File: config.mk
export PLATFORM = sky130hd
export DESIGN_NAME = efrs_ctrl
export DESIGN_NICKNAME = d
export VERILOG_FILES = /design/src/efrs_pkg.sv /design/src/efrs_ctrl.sv
export SDC_FILE = /design/constraint.sdc
export NUM_CORES = 1
export LEC_CHECK = 0
export BUFFER_PORTS_ARGS = -buffer_cell sky130_fd_sc_hd__buf_4
export CORE_AREA = 4 4 41 43
export DETAILED_ROUTE_END_ITERATION = 7
export DIE_AREA = 0 0 45 47
export PLACE_DENSITY = 0.43
export SKIP_CTS_REPAIR_TIMING = 1
export SLEW_MARGIN = 20
export SYNTH_ARGS = -nofsm -noshare
export SYNTH_HDL_FRONTEND = slang
export SYNTH_SLANG_ARGS = --single-unit
export TNS_END_PERCENT = 20
File: constraint.sdc
create_clock -name clk -period 2.4 [get_ports clk]
set_input_delay 0.48 -clock clk [delete_from_list [all_inputs] [get_ports clk]]
set_output_delay 0.48 -clock clk [all_outputs]
set_load 0.02 [all_outputs]
File: src/efrs_pkg.sv
// ----------------------------------------------------------------------------
// efrs_pkg
// Shared types, codes and constants of the earliest-fit resource scheduler.
// ----------------------------------------------------------------------------
package efrs_pkg;

  localparam int NUM_PERIODS_DEF = 256;
  localparam int START_LIMIT     = 256;

  localparam int IDX_W   = 8;
  localparam int CAP_W   = 16;
  localparam int NEED_W  = 16;
  localparam int DUR_W   = 8;
  localparam int USAGE_W = 24;
  localparam int START_W = 8;
  localparam int END_W   = 9;

  localparam logic [USAGE_W-1:0] USAGE_MAX = '1;

  // input tdata: period_index, capacity_value, required_resource, recovery_time, first_job
  localparam int IN_IDX_LSB   = 0;
  localparam int IN_CAP_LSB   = IN_IDX_LSB + IDX_W;
  localparam int IN_NEED_LSB  = IN_CAP_LSB + CAP_W;
  localparam int IN_DUR_LSB   = IN_NEED_LSB + NEED_W;
  localparam int IN_FIRST_LSB = IN_DUR_LSB + DUR_W;
  localparam int IN_BITS      = IN_FIRST_LSB + 1;
  localparam int IN_TDATA_W   = ((IN_BITS + 7) / 8) * 8;

  // output tdata: start_period, end_period, found
  localparam int OUT_START_LSB = 0;
  localparam int OUT_END_LSB   = OUT_START_LSB + START_W;
  localparam int OUT_FOUND_LSB = OUT_END_LSB + END_W;
  localparam int OUT_BITS      = OUT_FOUND_LSB + 1;
  localparam int OUT_TDATA_W   = ((OUT_BITS + 7) / 8) * 8;

  localparam logic FUNC_CAP = 1'b0;
  localparam logic FUNC_JOB = 1'b1;

  // walker modes
  localparam logic [1:0] MODE_NONE = 2'd0;
  localparam logic [1:0] MODE_FILL = 2'd1;
  localparam logic [1:0] MODE_SRCH = 2'd2;
  localparam logic [1:0] MODE_BOOK = 2'd3;

  typedef struct packed {
    logic       cap_wr;
    logic       job_ld;
    logic       walk_go;
    logic [1:0] walk_mode;
    logic       clr_only;
    logic       out_ld;
  } efrs_cmd_t;

  typedef struct packed {
    logic walk_done;
    logic found;
    logic first;
    logic out_free;
  } efrs_sts_t;

endpackage

File: src/efrs_ctrl.sv
// ----------------------------------------------------------------------------
// efrs_ctrl
// Controller: usage clearing, first-job fill, search, booking and result load.
// ----------------------------------------------------------------------------
module efrs_ctrl (
  input  logic                clk,
  input  logic                rst_n,
  input  logic                in_tvalid,
  input  logic                in_func,
  output logic                in_tready,
  input  efrs_pkg::efrs_sts_t sts,
  output efrs_pkg::efrs_cmd_t cmd
);

  localparam logic [2:0] S_INIT  = 3'd0;
  localparam logic [2:0] S_CLR   = 3'd1;
  localparam logic [2:0] S_IDLE  = 3'd2;
  localparam logic [2:0] S_START = 3'd3;
  localparam logic [2:0] S_FILL  = 3'd4;
  localparam logic [2:0] S_SRCH  = 3'd5;
  localparam logic [2:0] S_BOOK  = 3'd6;
  localparam logic [2:0] S_OUT   = 3'd7;

  logic [2:0] state_r, state_nxt;
  logic       accept;

  assign in_tready = (state_r == S_IDLE);
  assign accept    = in_tvalid && in_tready;

  always_comb begin
    state_nxt     = state_r;
    cmd           = '0;
    cmd.walk_mode = efrs_pkg::MODE_NONE;
    unique case (state_r)
      S_INIT: begin
        // sweep zeros through the whole usage store
        cmd.walk_go   = 1'b1;
        cmd.walk_mode = efrs_pkg::MODE_FILL;
        cmd.clr_only  = 1'b1;
        state_nxt     = S_CLR;
      end
      S_CLR: begin
        if (sts.walk_done) state_nxt = S_IDLE;
      end
      S_IDLE: begin
        if (accept) begin
          if (in_func == efrs_pkg::FUNC_CAP) begin
            cmd.cap_wr = 1'b1;
          end else begin
            cmd.job_ld = 1'b1;
            state_nxt  = S_START;
          end
        end
      end
      S_START: begin
        cmd.walk_go = 1'b1;
        if (sts.first) begin
          cmd.walk_mode = efrs_pkg::MODE_FILL;
          state_nxt     = S_FILL;
        end else begin
          cmd.walk_mode = efrs_pkg::MODE_SRCH;
          state_nxt     = S_SRCH;
        end
      end
      S_FILL: begin
        if (sts.walk_done) state_nxt = S_OUT;
      end
      S_SRCH: begin
        if (sts.walk_done) begin
          if (sts.found) begin
            cmd.walk_go   = 1'b1;
            cmd.walk_mode = efrs_pkg::MODE_BOOK;
            state_nxt     = S_BOOK;
          end else begin
            state_nxt = S_OUT;
          end
        end
      end
      S_BOOK: begin
        if (sts.walk_done) state_nxt = S_OUT;
      end
      S_OUT: begin
        // hold until the output register frees up
        if (sts.out_free) begin
          cmd.out_ld = 1'b1;
          state_nxt  = S_IDLE;
        end
      end
      default: state_nxt = S_INIT;
    endcase
  end

  always_ff @(posedge clk) begin
    if (!rst_n) begin
      state_r <= S_INIT;
    end else begin
      state_r <= state_nxt;
    end
  end

endmodule

Yosys cells after proc, flatten, opt, wreduce, memory -nomap -nowiden
Index checks and enable logic that the tools add are counted.
{ "word_totals": {"wordCells": 38, "regBits": 3, "output_inout_bits": 8, "in_bits": 8} }
{ "classes": {"n_mux": 20, "n_eq_ne": 13, "reduce_logical": 4} }
{ "ops": {"columns": ["operator", "count"], "rows": [
  ["two-way mux 3 bit", 8],
  ["one-hot mux 3 bit (7 select lines)", 1],
  ["equality test 3 bit (second input constant)", 4],
  ["one-hot mux 3 bit (3 select lines)", 1],
  ["!= test 2 bit (second input constant)", 4],
  ["two-way mux 1 bit", 7],
  ["equality test 3 x 2 -> 1 bit (second input constant)", 2],
  ["two-way mux 2 bit", 3],
  ["AND reduction 6 bit", 1],
  ["!= test 2 x 1 -> 1 bit (second input constant)", 2],
  ["equality test 3 x 1 -> 1 bit (second input constant)", 1],
  ["logical NOT 3 bit", 1],
  ["OR reduction 2 bit", 1],
  ["logical AND 1 bit", 1]
]} }

Logic depth before layout (Yosys ltp)
Gate-level depths: netlist of run 1.
{ "logic_depth": {"depth_word": 4, "mapped_depth": 4, "ltp_nobuf": 3} }

Worst setup path after synthesis of run 1
Ideal clock, no wire load.
{ "synth_timing": {"path_kind": "reg-to-output", "startpoint": "register state_r[1]", "endpoint": "output cmd[6] (netlist bit)", "path_stages_with_launch": 5, "slack_ps": 701, "path_buffers": 1, "t_arrival_ps": 1219, "required_time_ps": 1920, "cell_sequence": "dfxtp_1 buf_6 nor3b_2 nand2_1 nor2_1"} }
{ "synth_lines": {"columns": ["item", "line_no", "rtl"], "rows": [
  ["start: declaration", "efrs_ctrl.sv:24", "logic [2:0] state_r, state_nxt;"],
  ["start signal: assignment", "efrs_ctrl.sv:97", "state_r <= state_nxt;"],
  ["end: declaration", "efrs_ctrl.sv:12", "output efrs_pkg::efrs_cmd_t cmd"]
]} }

==> results of run 1 <==
==> cells by family (layout without fill, tap and decap cells) <==
logic type | Yosys count | count (layout) | share of synthesized area
flops | 3 | 3 | 0.2286
buf+inv | 3 | 20 | 0.08571
compound gates | 9 | 9 | 0.2238
simple gates | 16 | 16 | 0.4238
mux | 1 | 1 | 0.03810
==> placed cells by master (no fill, tap or decap) <==
cell type / count
o31ai_1: 1
and2_4: 1
and3b_1: 1
nor2b_1: 1
clkbuf_4: 3
mux2i_1: 1
nor3_1: 1
nand3_1: 1
o221a_1: 1
and3_4: 1
o21ai_1: 2
and3_1: 1
a211oi_1: 2
nor2_1: 4
inv_1: 1
a21oi_1: 2
dfxtp_1: 3
nand2_1: 2
nor3b_2: 3
clkbuf_1: 1
buf_4: 15
o21ai_0: 1
==> how the worst max path moves through the flow <==
stage	from	to	cells past startpoint	slack [ns]
final	state_r[1]	cmd[6]	4	0.59
after global routing	state_r[1]	cmd[6]	4	0.46
after CTS	state_r[1]	cmd[6]	4	0.58
after detailed placement	sts[3]	cmd[3]	5	0.79
after global placement	sts[3]	cmd[4]	5	0.79
after floorplan	state_r[1]	cmd[6]	4	0.70
==> through the flow <==
step / hold slack, ns / area [sq um]
5_1_grt: 0.5113 / 401.6
3_5_place_dp: 0.7048 / 375.4
6_report: 0.5074 / 401.6
3_3_place_gp: 0.7158 / 375.4
2_1_floorplan: 0.6137 / 262.8
4_1_cts: 0.5039 / 401.6
==> final cells by class <==
type / count / share of cell area
clock buffer: 4 / 0.06542
timing repair buffer: 15 / 0.2804
multi-input combinational: 26 / 0.4486
sequential: 3 / 0.1495
inverter: 1 / 0.009346
tap: 15 / 0.04673
==> per-layer routing <==
metal,track usage,vias to the layer above
met4,0.1404,0
li1,-,149
met2,0.1102,11
met3,0.01533,5
met5,0,-
met1,0.09297,131
==> critical path: stages (launching register included) <==
cell and delay, ns:
dfxtp_1 0.47, nor3b_2 0.31, nand2_1 0.08, nor2_1 0.09
buf_4 0.15
==> power groups by stage <==
stage          Sequential [W]  Clock (W)  Combinational, W
2_1_floorplan       0.0000601          0         0.0000506
3_3_place_gp        0.0000672          0         0.0000767
3_5_place_dp        0.0000668          0         0.0000762
4_1_cts             0.0000660  0.0000927         0.0000762
5_1_grt             0.0000673   0.000103         0.0000815
6_report            0.0000663  0.0000894         0.0000748
==> impl_results.md, run 1 <==
* Status: finished clean
* Via count at 296
* Max reg flops at 3
* Initial antenna violation count at 0
* Worst r2r path cells at 3
* Routability cong. at 0.7010
* Die height at 47 um
* Vias in the first global route at 280
* Num Clock Sinks at 3
* Worst IR Drop VDD at 207.0 uV
* Max Cap Viol at 0
* Vias/cell at 4.625
* First-pass GRT wire length at 1179 um
* P_sw at 0.00007579 W
* Post-route insts no fill at 64
* Seq/Total Area, Yosys at 0.2286
* Crit path max fanout at 9
* Nets at 58
* GRT Util Overall at 0.08524
* Post-Syn Area at 262.8 sq um
* Synth top area share at 0.2286
* Post-Syn Nets at 40
* Worst Skew at 0.0002097 ns
* Post-DP HPWL at 549.8 um
* Worst reg2reg path startpoint: state_r[2]
* Post-synthesis async set-or-reset flop share at 0
* DRT met1 WL at 283 um
* Power share of the combinational group at 0.325
* Footprint of the multi-input gates at 180.2 sq um
* Flops & latches, synth at 3
* Mapped Cells at 32
* Synth area leader: dfxtp_1
* CTS tree: done
* YS warnings at 0
* Area occupied by registers at 60.06 sq um
* Io pins at 16
* Crit path required time at 1.92 ns
* Final setup fails at 0
* Hold path start: rst_n
* Port Buffer Count at 15
* Synth top cells by count: nor2_1, dfxtp_1, nor3b_2
* Met3 routed WL at 41 um
* Synthesized area per cell at 8.211 sq um
* Initial core utilization at 0.2019
* Setup CP Type: register to output port
* Fillcell total at 159
* Seq pwr share at 0.287
* Synth Flop Type: dfxtp_1
* Final period util at 0.7554
* TritonCTS buffer count at 3
* Layout Area Growth over Synthesis at 52.86%
* Max clock buf depth at 2
* Fmax at 0.5516 GHz
* Fin crit period at 1.813 ns
* Leak at 0.1757 nW
* Antenna Nets Post-Route at 0
* Hold Path Class: input port to register
* Clock network power share at 0.388
* Core area at 1301 sq um
* Slew Limit Fails at 0
* Least-Margin Pin Slew at 0.4212 ns
* Depth of the worst hold-timing path at 2
* Internal at 0.0001547 W
* Row cnt at 13
* Worst R2R End: state_r[0]
* Max layer used: met4
* Remaining global-route overflow at 0
* Post-Place Worst Slack at 0.7921 ns
* Largest net degree at the start of global routing at 13
* Setup slack, reg-to-reg at 1.27 ns
* Hold endpoint: state_r[2]
* Setup TNS at 0 ns
* Routed Wire Length at 694 um
* DRT Pass-1 Iters at 4
* Post-synth EDFFs at 0
* Placed insts at 60
* CTS Root Cell: clkbuf_4
* Crit. End Element: output port
* Die Area at 2115 sq um
* Startpoint types: register
* Slew headroom at 0.7188
* Chip width at 45 um
* Largest registers: state_r x3
* CTS clk-pin slew, worst paths at 0.04 ns
* Reg with most FFs: state_r
* CP arrival at 1.33 ns
* Top cells by area, synth: dfxtp_1, nor3b_2, a211oi_1
* # DRC at 0
* Count leader, synth: nor2_1
* H-tree depth at 1
* PnR worst setup slack at 0.5870 ns
* Antenna Cells at 0
* Design Power at 0.0002305 W
* Clk_lat worst skew at 0.23 ns
* Unrepaired setup endpoints after global routing: no
* Initial drt markers at 5
* Sw Share at 0.3288
* Pwr Density at 573.9 nW/um^2
* Fin. Hold Viols at 0
* Layout cell share with drive strength beyond 1 at 0.4694
* Post-Route Utilization at 0.3087
* Met2 wire length at 318 um
* WL/cell at 10.84 um
* Distinct cells, synth at 21
Note: power is estimated with default switching activity, not from simulation.
==> run 2: changes to the inputs <==
Clock period 2.4 ns to 1.7 ns, I/O delays scaled along.
==> run 2 against run 1 <==
- non-clock buffer count unchanged
- via count down 3.0%
- sequential share of layout area up 0.55 points
- clock-buffer cell count unchanged
- clock skew about the same
- total power up 43%
- register-to-register slack worse by 0.57 ns
- final cell count unchanged
- global-route usage down 1.0 points
- utilization up 0.77 points
- largest cell class unchanged
==> impl_results.md, run 2 (synthesized netlist as in run 1, its figures left out) <==
* Status: finished clean
* Layout Area Growth over Synthesis at 56.67%
* Startpoint types: register
* CP arrival at 1.20 ns
* TritonCTS buffer count at 3
* Reg with most FFs: state_r
* Die height at 47 um
* Antenna Cells at 0
* Post-Place Worst Slack at 0.2964 ns
* Crit path max fanout at 9
* Fin. Hold Viols at 0
* # DRC at 0
* Routed Wire Length at 640 um
* DRT Pass-1 Iters at 2
* Slew headroom at 0.8441
* Setup CP Type: register to output port
* H-tree depth at 1
* Footprint of the multi-input gates at 186.4 sq um
* Setup slack, reg-to-reg at 0.70 ns
* Area occupied by registers at 63.81 sq um
* WL/cell at 10.00 um
* CTS Root Cell: clkbuf_4
* Io pins at 16
* Initial core utilization at 0.2019
* Unrepaired setup endpoints after global routing: no
* Row cnt at 13
* Max clock buf depth at 2
* Chip width at 45 um
* Final period util at 0.9057
* Via count at 287
* Hold path start: rst_n
* Layout cell share with drive strength beyond 1 at 0.5306
* Leak at 0.1760 nW
* CTS clk-pin slew, worst paths at 0.04 ns
* Worst IR Drop VDD at 429.2 uV
* Fmax at 0.6495 GHz
* Most frequent cells in the layout: buf_4, nor2_1, clkbuf_4, dfxtp_2
* Worst setup startpoint: state_r[1]
* Post-DP HPWL at 508.9 um
* Initial antenna violation count at 0
* CTS tree: done
* Die Area at 2115 sq um
* Fillcell total at 149
* Least-Margin Pin Slew at 0.2325 ns
* Placed cell area at 375.4 sq um
* Vias/cell at 4.484
* Max Cap Viol at 0
* Crit. End Element: output port
* Port Buffer Count at 15
* Final setup fails at 0
* Finished Cell Area at 411.6 sq um
* Core area at 1301 sq um
* Antenna Nets Post-Route at 0
* Worst Skew at 0.0005398 ns
* Fin crit period at 1.540 ns
* Slew Limit Fails at 0
* Remaining global-route overflow at 0
* Nets at 58
* Max reg flops at 3
* Setup TNS at 0 ns
* Largest net degree at the start of global routing at 13
* Post-route insts no fill at 64
* Largest registers: state_r x3
* First-pass GRT wire length at 1090 um
* Routability cong. at 0.6497
* GRT Util Overall at 0.07492
* Initial drt markers at 1
* Placed insts at 60
* Hold Path Class: input port to register
* Pwr Density at 798.6 nW/um^2
* Worst reg2reg path startpoint: state_r[1]
* Commonest non-fill, non-tap cell in the layout: buf_4
* Crit path required time at 1.36 ns
* Clk_lat worst skew at 0.23 ns
* Vias in the first global route at 288
* Num Clock Sinks at 3
* PnR worst setup slack at 0.1603 ns
[run 2: cell types whose count changed in the layout (fill, tap and decap cells not counted)]
cell     delta
dfxtp_1     -3
dfxtp_2     +3
nor3b_2     -1
nor3b_4     +1
[run 2: layer usage]
metal	track usage	wire, um	vias to the layer above
li1	-	-	149
met1	0.07692	252	130
met2	0.1102	340	8
met3	0.03448	47	0
met4	0.07602	0	0
met5	0	0	-
[run 2: path summary, 6_finish.rpt]
kind	to	cells after the start
hold / removal	state_r[1]	2
hold reg to reg	state_r[1]	1
setup reg to reg	state_r[0]	3
setup / recovery	cmd[5]	3
[run 2: area by class of cell]
| class | count | area share |
|---|---|---|
| Clock buffer | 4 | 0.06383 |
| Tap cell | 15 | 0.04559 |
| Multi-Input combinational cell | 26 | 0.4529 |
| Timing Repair Buffer | 15 | 0.2736 |
| Sequential cell | 3 | 0.1550 |
| Inverter | 1 | 0.009119 |
[run 2: worst max-delay path, stage by stage, from the launching register on]
cell,delay (ns)
dfxtp_2,0.40
nor3b_4,0.25
and3_1,0.18
buf_4,0.13
[run 2: through the flow]
step,util,hold WS [ns],total power [W]
2_1_floorplan,-,0.4737,0.0001563
3_3_place_gp,0.2885,0.6139,0.0002021
3_5_place_dp,0.2885,0.6137,0.0002002
4_1_cts,0.3087,0.3600,0.0003328
5_1_grt,0.3163,0.3684,0.0003544
6_report,0.3163,0.3656,0.0003287
[run 2: report_power, final]
group / switching (W) / internal (W)
clock network: 0.0000382 / 0.0000880
registers: 0.0000168 / 0.0000788
logic: 0.0000520 / 0.0000548
